==> src/design/etmb_pkg.sv <==
// shared types, constants and arithmetic helpers for the trs matrix builder
package etmb_pkg;

   // cordic stage count limits and default
   localparam int CORDIC_STAGES_DEF = 16;
   localparam int ATAN_ENTRIES = 24;

   // one front cell per quotient bit of the reciprocal 2^24 / scale
   localparam int FRONT_LEN = 25;
   // register stages of the rotation and scaling section
   localparam int ROT_STAGES = 5;

   localparam logic signed [16:0] PI_Q13 = 17'sd25736;
   localparam logic signed [16:0] HALF_PI_Q13 = 17'sd12868;
   localparam logic signed [33:0] CORDIC_X0 = 34'sd652032874;
   localparam logic signed [31:0] INV_SAT = 32'sh7FFF_FFFF;

   // command codes
   localparam logic CMD_MODEL = 1'b0;
   localparam logic CMD_NORMAL = 1'b1;

   // per-axis state carried through the front cells
   typedef struct packed {
      logic signed [33:0] x;
      logic signed [33:0] y;
      logic signed [33:0] z;
      logic               neg_cos;
      logic signed [15:0] scale;
      logic        [15:0] dmag;
      logic        [15:0] rem;
      logic        [24:0] quot;
   } lane_type;

   // word moving from one front cell to the next
   typedef struct packed {
      lane_type [2:0]    lane;
      logic              cmd;
      logic [2:0][31:0]  pos;
   } cell_type;

   // finished matrix handed to the output stage
   typedef struct packed {
      logic [2:0][2:0][31:0] elem;
      logic [2:0]            zero;
      logic                  cmd;
      logic [2:0][31:0]      pos;
   } mat_type;

   // arctangent of 2^-i in q2.30
   function automatic logic signed [33:0] atan_q30(input int i);
      logic [30:0] v;
      case (i)
         0: v = 31'd843314857;
         1: v = 31'd497837829;
         2: v = 31'd263043837;
         3: v = 31'd133525159;
         4: v = 31'd67021687;
         5: v = 31'd33543516;
         6: v = 31'd16775851;
         7: v = 31'd8388437;
         8: v = 31'd4194283;
         9: v = 31'd2097149;
         10: v = 31'd1048576;
         11: v = 31'd524288;
         12: v = 31'd262144;
         13: v = 31'd131072;
         14: v = 31'd65536;
         15: v = 31'd32768;
         16: v = 31'd16384;
         17: v = 31'd8192;
         18: v = 31'd4096;
         19: v = 31'd2048;
         20: v = 31'd1024;
         21: v = 31'd512;
         22: v = 31'd256;
         23: v = 31'd128;
         default: v = 31'd0;
      endcase
      return signed'({3'b000, v});
   endfunction

   // q2.30 product rounded half up
   function automatic logic signed [33:0] mul_q30(input logic signed [31:0] a,
                                                  input logic signed [31:0] b);
      logic signed [63:0] p;
      p = a * b;
      p = p + 64'sd536870912;
      return signed'(p[63:30]);
   endfunction

   // clamp to the signed 32-bit range
   function automatic logic signed [31:0] sat32(input logic signed [65:0] v);
      logic signed [31:0] r;
      if (v > 66'sd2147483647) begin
         r = 32'sh7FFF_FFFF;
      end else if (v < -66'sd2147483648) begin
         r = 32'sh8000_0000;
      end else begin
         r = signed'(v[31:0]);
      end
      return r;
   endfunction

endpackage

==> src/design/etmb_cell.sv <==
// front cell: a reciprocal quotient bit per axis and a cordic rotation if ITER
module etmb_cell #(
   parameter int STEP = 0,
   parameter int CORDIC_STAGES = 16
) (
   input  logic                clock,
   input  logic                en,
   input  etmb_pkg::cell_type  cell_in,
   output etmb_pkg::cell_type  cell_out
);
   import etmb_pkg::*;

   localparam bit ITER = (STEP < CORDIC_STAGES) && (STEP < ATAN_ENTRIES);
   localparam logic NUM_BIT = (STEP == 0);

   cell_type cell_ff;
   cell_type cell_in_w;

   // rotate and divide each axis independently
   always_comb begin
      logic signed [33:0] dx;
      logic signed [33:0] dy;
      logic signed [33:0] atn;
      logic [16:0] t;
      logic qbit;
      cell_in_w = cell_in;
      atn = atan_q30(STEP);
      for (int i = 0; i < 3; i++) begin
         dx = cell_in.lane[i].y >>> STEP;
         dy = cell_in.lane[i].x >>> STEP;
         if (ITER) begin
            if (!cell_in.lane[i].z[33]) begin
               cell_in_w.lane[i].x = cell_in.lane[i].x - dx;
               cell_in_w.lane[i].y = cell_in.lane[i].y + dy;
               cell_in_w.lane[i].z = cell_in.lane[i].z - atn;
            end else begin
               cell_in_w.lane[i].x = cell_in.lane[i].x + dx;
               cell_in_w.lane[i].y = cell_in.lane[i].y - dy;
               cell_in_w.lane[i].z = cell_in.lane[i].z + atn;
            end
         end
         // restoring division step of 2^24 by the scale magnitude
         t = {cell_in.lane[i].rem, NUM_BIT};
         qbit = (t >= {1'b0, cell_in.lane[i].dmag});
         if (qbit) begin
            cell_in_w.lane[i].rem = 16'(t - {1'b0, cell_in.lane[i].dmag});
         end else begin
            cell_in_w.lane[i].rem = t[15:0];
         end
         cell_in_w.lane[i].quot = {cell_in.lane[i].quot[23:0], qbit};
      end
   end

   // hand the word on
   always_ff @(posedge clock) begin
      if (en) begin
         cell_ff <= cell_in_w;
      end
   end

   assign cell_out = cell_ff;

endmodule

==> config.mk <==
export PLATFORM = sky130hd
export DESIGN_NAME = etmb_cell
export DESIGN_NICKNAME = d
export VERILOG_FILES = /design/src/design/etmb_pkg.sv /design/src/design/etmb_cell.sv
export SDC_FILE = /design/constraint.sdc
export NUM_CORES = 1
export LEC_CHECK = 0
export ABC_AREA = 1
export BUFFER_PORTS_ARGS = -buffer_cell sky130_fd_sc_hd__clkbuf_2
export CELL_PAD_IN_SITES_DETAIL_PLACEMENT = 1
export CELL_PAD_IN_SITES_GLOBAL_PLACEMENT = 2
export CORE_AREA = 4 4 486 488
export CTS_CLUSTER_DIAMETER = 100
export DETAILED_ROUTE_END_ITERATION = 12
export DIE_AREA = 0 0 490 492
export GPL_ROUTABILITY_DRIVEN = 1
export PLACE_DENSITY_LB_ADDON = 0.1
export SKIP_CTS_REPAIR_TIMING = 1
export SLEW_MARGIN = 0
export SYNTH_ARGS = -nofsm -noshare
export SYNTH_HDL_FRONTEND = slang
export SYNTH_SLANG_ARGS = --single-unit
==> constraint.sdc <==
create_clock -name clock -period 3.9 [get_ports clock]
set_input_delay 0.78 -clock clock [delete_from_list [all_inputs] [get_ports clock]]
set_output_delay 0.78 -clock clock [all_outputs]
set_load 0.02 [all_outputs]
# Word-level counts from Yosys, hierarchy flattened
# Cells that the tools add are included.
dict set report op_classes {
  n_addsub 18
  order_cmp 3
  mux 6
}
# op count
set op_table {}
lappend op_table {{102-bit 2-to-1 mux} 3}
lappend op_table {{34-bit subtractor} 6}
lappend op_table {{34-bit by 31-bit adder with 34-bit output, second input constant} 3}
lappend op_table {{34-bit adder} 3}
lappend op_table {{34-bit by 31-bit subtractor with 34-bit output, second input constant} 3}
lappend op_table {{17-bit by 16-bit greater-or-equal comparator with 1-bit output} 3}
lappend op_table {{16-bit 2-to-1 mux} 3}
lappend op_table {{16-bit subtractor} 3}
dict set report word_totals {
  reg_bits 625
  input_bits 627
  out_inout_bits 625
  word_cells 58
}

# Logic depth before layout (Yosys ltp)
# Gate-level depths: netlist of run 1.
dict set report logic_depth {
  depth_word 2
  ltp_mapped 18
  ltp_nobuf 17
}

# Worst setup path before layout of run 1
# No wires, ideal clock.
dict set report synth_path {
  path_type {input port to flip-flop}
  from {input port cell_in[380] (netlist name)}
  to {register cell_ff, in the netlist cell_out[372], data pin}
  setup_time_ps 252
  t_arrival_ps 3025
  required_time_ps 3648
  setup_slack_ps 623
  cell_stages 14
  path_buffers 2
  path_cell_list {clkbuf_1 > inv_2 > clkbuf_1 > ha_1 > a21oi_1 > o21ai_0 > nor2_1 > o21ai_1 > nand2_1 > nand2_1 > nand2_1 > nand2_1 > nand2_1 > nand2_1}
}
# element line
set synth_rtl {}
lappend synth_rtl {{start, declared} etmb_cell.sv:8} ;# input etmb_pkg::cell_type cell_in,
lappend synth_rtl {{end signal, assigned} etmb_cell.sv:57} ;# cell_ff <= cell_in_w;
lappend synth_rtl {{end, declared} etmb_cell.sv:16} ;# cell_type cell_ff;

==> results.toml, run 1 <==
[timing]
relSlewSlack_pct = 39.6
setup_viol = 0
worstMarginPinSlew_ns = 0.906
final_max_slew_viol_count = 0
hold_violations = 0
fin_crit_ns = 2.90
setup_tns_ns = 0
fin_crit_sh_pct = 74.4
clock.fmax_mhz = 345
rsz0062_at_grt = "no"

[final_layout]
largest_reg_flops = 622
finalNetCount = 8602
nFillCells = 28200
layout_commonest_cell = "nand2_1"
layout_common_cells = "1571 x nand2_1, 1244 x clkbuf_2, 796 x inv_1, 622 x edfxtp_1, 560 x a21oi_1"
fin_cells = 10700
drive_gt1_share_pct = 20.7
syn2layout_area_growth_pct = 26.3

[logic_synthesis]
synth.net_count = 7332
ys_seq_area_share_pct = 38.5
ys_seq_elements = 622
synth_cell_types = 55
synth_async_sr_flop_share_pct = 0
synth-edff-count = 622
synth_area_per_cell_um2 = 7.77
syn_inst = 6252
synth_area_um2 = 48600
yosys_warnings = 0
synth_flop_cell = "edfxtp_1"

[drt]
wl_per_cell_um = 24.5
drt_wl_total_mm = 261
drt_iter0_markers = 2275
drc_errors = 0
via_count = 47800
viasPerCell = 4.49
ant_nets = 0
firstDrtPassIters = 5

[power_and_ir_drop]
ir_drop_mv = 0.335
p_per_area_nw_per_um2 = 409
cellLeakagePower_nw = 29.1

[floorplanning]
dieArea_um2 = 241000
initial_utilization_pct = 20.9
die-width_um = 490
die-height_um = 492
row_count = 177
num_io_pins = 1252
design.core.area_um2 = 232000

[run_status]
outcome = "complete, no violations"

[worst_hold_path]
min_to = "cell_out[522]$_DFFE_PP_"
hp-start = "cell_in[522]"
hold_class = "input pin to register"
min_path_cells = 1

[global_routing]
grt_pass1_wl_mm = 370
grt_max_degree = 91
overflow = 0
gr-usage-all-layers_pct = 20.9
grt_pass1_vias = 50700
antenna_found_initial = 85

[setup_path]
start_kind = "input pin"
crit_chain = "buf_4 > clkinv_2 > ha_1 > nand2_1 > o21ai_2 > a21oi_1 > o21ai_0 > nand3_1 > nand3_1 > nand2_1"
critPathMaxStageDelay_ns = 0.67
path_delay_family = "compound AO/OA/AOI/OAI gates"
crit_path_end_kind = "register"
crit_slowest_cell = "o21ai_0"
path_class = "input pin to register"
required_ns = 4.37
worstPathArrival_ns = 3.37
crit_buf_inv = 2
path_max_fanout = 17

[placed_design]
gp_congestion = 0.916
place_inst = 10500
place_hpwl_mm = 227
portBuffers = 1248

[cts]
cts_made_buffers = 86
cts_tree = "built"
clk_path_buf_depth = 3
cts_sinks = 622
htreeDepth = 3
clk_pin_slew_ns = 0.06
root_buffer = "clkbuf_16"

[flow_run]
drv_cap = 0
final cells by class:
class                   instances  area, um^2  area share (%)
diodes                         14        35.0          0.0571
flip-flops and latches        622       18700            30.5
well taps                    3043        3810            6.21
clock inverters                59         676            1.10
clock buffers                 100        2230            3.63
repair buffers               1316        6860            11.2
multi-input cells            4685       26000            42.4
inverters                     811        3060            4.98
worst max path at each step:
stage	cells after the start	from	end
5_1_grt	10	cell_in[380]	cell_out[379]$_DFFE_PP_
2_1_floorplan	14	cell_in[380]	cell_out[372]$_DFFE_PP_
6_report	10	cell_in[380]	cell_out[379]$_DFFE_PP_
4_1_cts	10	cell_in[204]	cell_out[203]$_DFFE_PP_
3_3_place_gp	10	cell_in[204]	cell_out[203]$_DFFE_PP_
3_5_place_dp	10	cell_in[204]	cell_out[203]$_DFFE_PP_
where the power goes:
group	internal, mW	switching (mW)
combinational	2.39	5.86
clock	4.70	3.46
sequential	8.38	0.287
total	15.5	9.61
kinds of logic after synthesis:
group,count (synthesis),share of synthesized area (%)
multiplexers,4,0.0824
AND/OR/NAND/NOR,2855,24.6
buffers and inverters,945,8.01
XOR/XNOR,177,3.19
adder cells (fa/ha/maj),453,11.9
flip-flops,622,38.5
AO/OA/AOI/OAI,1196,13.7
layer usage:
layer	vias to the layer above	wire, um	GRT usage, %
li1	23500	-	-
met1	23000	113000	25.7
met2	1007	133000	38.5
met3	278	9350	2.98
met4	16	5040	4.47
met5	-	91	0
through the flow:
stage | utilization (%) | hold slack [ns] | instance area (um^2) | worst slack (ns) | power [mW]
6_report | 26.5 | 0.215 | 61300 | 1.00 | 25.1
4_1_cts | 26.4 | 0.109 | 61300 | 1.07 | 25.7
3_3_place_gp | 25.2 | 0.956 | 58400 | 0.232 | 17.2
5_1_grt | 26.4 | 0.139 | 61300 | 0.825 | 26.6
2_1_floorplan | - | 0.879 | 48600 | 0.623 | 13.5
3_5_place_dp | 25.2 | 0.959 | 58400 | 0.236 | 17.2
synth_stat cells (all sizes together) (17+ instances only):
| cell type | number | area, um^2 |
|---|---|---|
| edfxtp | 622 | 18700 |
| nand3b | 20 | 150 |
| clkbuf | 26 | 97.6 |
| a21oi | 570 | 2890 |
| nand3 | 520 | 2660 |
| nor2 | 557 | 2120 |
| nand4 | 52 | 325 |
| o211ai | 19 | 143 |
| o21bai | 47 | 360 |
| xnor2 | 48 | 420 |
| a21o | 55 | 413 |
| o21ai | 429 | 2310 |
| buf | 108 | 742 |
| nand2 | 1581 | 5960 |
| a21boi | 17 | 128 |
| ha | 438 | 5480 |
| inv | 810 | 3050 |
| nor3 | 81 | 440 |
| xor2 | 129 | 1130 |
No activity file was read; power rests on OpenSTA's default activity.
==> run 2, diff against run 1 <==
==> constraint.sdc (replaced) <==
create_clock -name clock -period 2.8 [get_ports clock]
set_input_delay 0.56 -clock clock [delete_from_list [all_inputs] [get_ports clock]]
set_output_delay 0.56 -clock clock [all_outputs]
set_load 0.02 [all_outputs]
==> run 2 against run 1 <==
Combinational power up 78%. Via count increased by 13%. Critical path type unchanged. Critical endpoint is now cell_out[137]$_DFFE_PP_. Sequential power grew 43%. Sequential share of layout area is 4.7 points lower. Die area unchanged. Critical path depth increased by 2. Largest cell class unchanged. Worst setup slack got worse by 0.80 ns. Power rose by 53%. Final cell count up 13%.
==> results.toml, run 2 (synthesis gave the netlist of run 1 again) <==
[global_routing]
antenna_found_initial = 117
grtUsageMet1_pct = 30.6
grt_use_met3_pct = 5.99
grt_max_degree = 100
grt_pass1_vias = 56500
overflow = 0
grt_pass1_wl_mm = 442
globalRouteMet2Util_pct = 45.2
gr-usage-all-layers_pct = 26.0
grt.busiest_layer = "met2"

[placed_design]
gp_congestion = 0.971
portBuffers = 1248
place_hpwl_mm = 289

[setup_path]
crit_slowest_cell = "nor4_1"
start_kind = "input pin"
worstSetupStartpoint = "cell_in[145]"
worstPathArrival_ns = 3.07
path_max_fanout = 25
crit_path_end_kind = "register"
crit_buf_inv = 5
required_ns = 3.28
path_delay_family = "simple AND/OR/NAND/NOR gates"
critPathMaxStageDelay_ns = 0.55
crit_chain = "dlygate4sd3_1 > clkbuf_2 > inv_1 > ha_1 > nand2_1 > nor4_1 > buf_4 > nand3_1 > nand3_4 > inv_4 > nand2_1 > nand2_1"
path_class = "input pin to register"
crit_top_cell = "nand2_1"

[cts]
htreeDepth = 3
clk_pin_slew_ns = 0.06
root_buffer = "clkbuf_16"
clk_path_buf_depth = 3
cts_made_buffers = 86
cts_tree = "built"
cts_sinks = 622

[final_layout]
layout_common_cells = "1571 x nand2_1, 1245 x buf_4, 1244 x clkbuf_2, 796 x inv_1, 622 x edfxtp_1"
finalNetCount = 9994
layout_commonest_cell = "nand2_1"
syn2layout_area_growth_pct = 49.3
regArea_um2 = 18700
largest_reg_flops = 622
nFillCells = 28300
multi_input_area_um2 = 26000
drive_gt1_share_pct = 30.7

[drt]
drc_errors = 0
drt_iter0_markers = 2858
viasPerCell = 4.49
drt_wl_total_mm = 326
firstDrtPassIters = 5
ant_nets = 0
wl_per_cell_um = 27.0
via_count = 54200

[floorplanning]
row_count = 177
die-height_um = 492
num_io_pins = 1252
dieArea_um2 = 241000
die-width_um = 490
design.core.area_um2 = 232000
initial_utilization_pct = 20.9

[timing]
setup_viol = 0
final_max_slew_viol_count = 0
relSlewSlack_pct = 34.5
clock.fmax_mhz = 385
fin_crit_sh_pct = 92.8
fin_crit_ns = 2.60
holdWs_ns = 0.0454
worstMarginPinSlew_ns = 0.983
rsz0062_at_grt = "no"
hold_violations = 0

[power_and_ir_drop]
p_per_area_nw_per_um2 = 531
ir_drop_mv = 0.508
cellLeakagePower_nw = 35.7
finalPower_mw = 38.5

[worst_hold_path]
min_to = "cell_out[500]$_DFFE_PP_"
min_path_cells = 1
hp-start = "cell_in[500]"
hold_class = "input pin to register"

[run_status]
outcome = "complete, no violations"

[flow_run]
drv_cap = 0
[run 2: layout make-up]
type	instances	area share (%)
Antenna cell	50	0.173
Clock buffer	98	3.03
Clock inverter	56	0.954
Inverter	811	4.21
Multi-Input combinational cell	4685	35.9
Sequential cell	622	25.8
Tap cell	3043	5.25
Timing Repair Buffer	2708	24.8
[run 2: worst max-delay path by stage]
| stage | to | slack (ns) | cells after the start |
|---|---|---|---|
| floorplan | cell_out[193]$_DFFE_PP_ | 0.02 | 13 |
| global placement | cell_out[546]$_DFFE_PP_ | -0.31 | 13 |
| detailed placement | cell_out[553]$_DFFE_PP_ | -0.35 | 13 |
| CTS | cell_out[68] | 0.37 | 1 |
| global route | cell_out[137]$_DFFE_PP_ | 0.11 | 12 |
| finish | cell_out[137]$_DFFE_PP_ | 0.20 | 12 |
[run 2: power by group]
part / leakage, nW / switching (mW) / internal, mW
Sequential: 6.08 / 0.728 / 11.7
Combinational: 28.3 / 9.30 / 5.42
Clock: 1.37 / 4.88 / 6.47
[run 2: per-stage QoR]
stage                     setup TNS (ns)  instance area (um^2)  utilization [%]  instances  setup slack, ns
final                                  0                 72500             31.3      12100            0.202
after detailed placement          -19.97                 67500             29.1      11700           -0.347
after global placement            -18.26                 67500             29.1      11700           -0.311
after global routing                   0                 72400             31.2      12000            0.107
after CTS                              0                 70400             30.4      11800            0.374
after floorplan                        0                 48600                -       6252           0.0152
[run 2: layer usage]
layer	share of wire, %	wire length [um]
met1	41	134000
met4	5.1	16700
met2	48	156000
met5	0.071	230
met3	5.7	18600
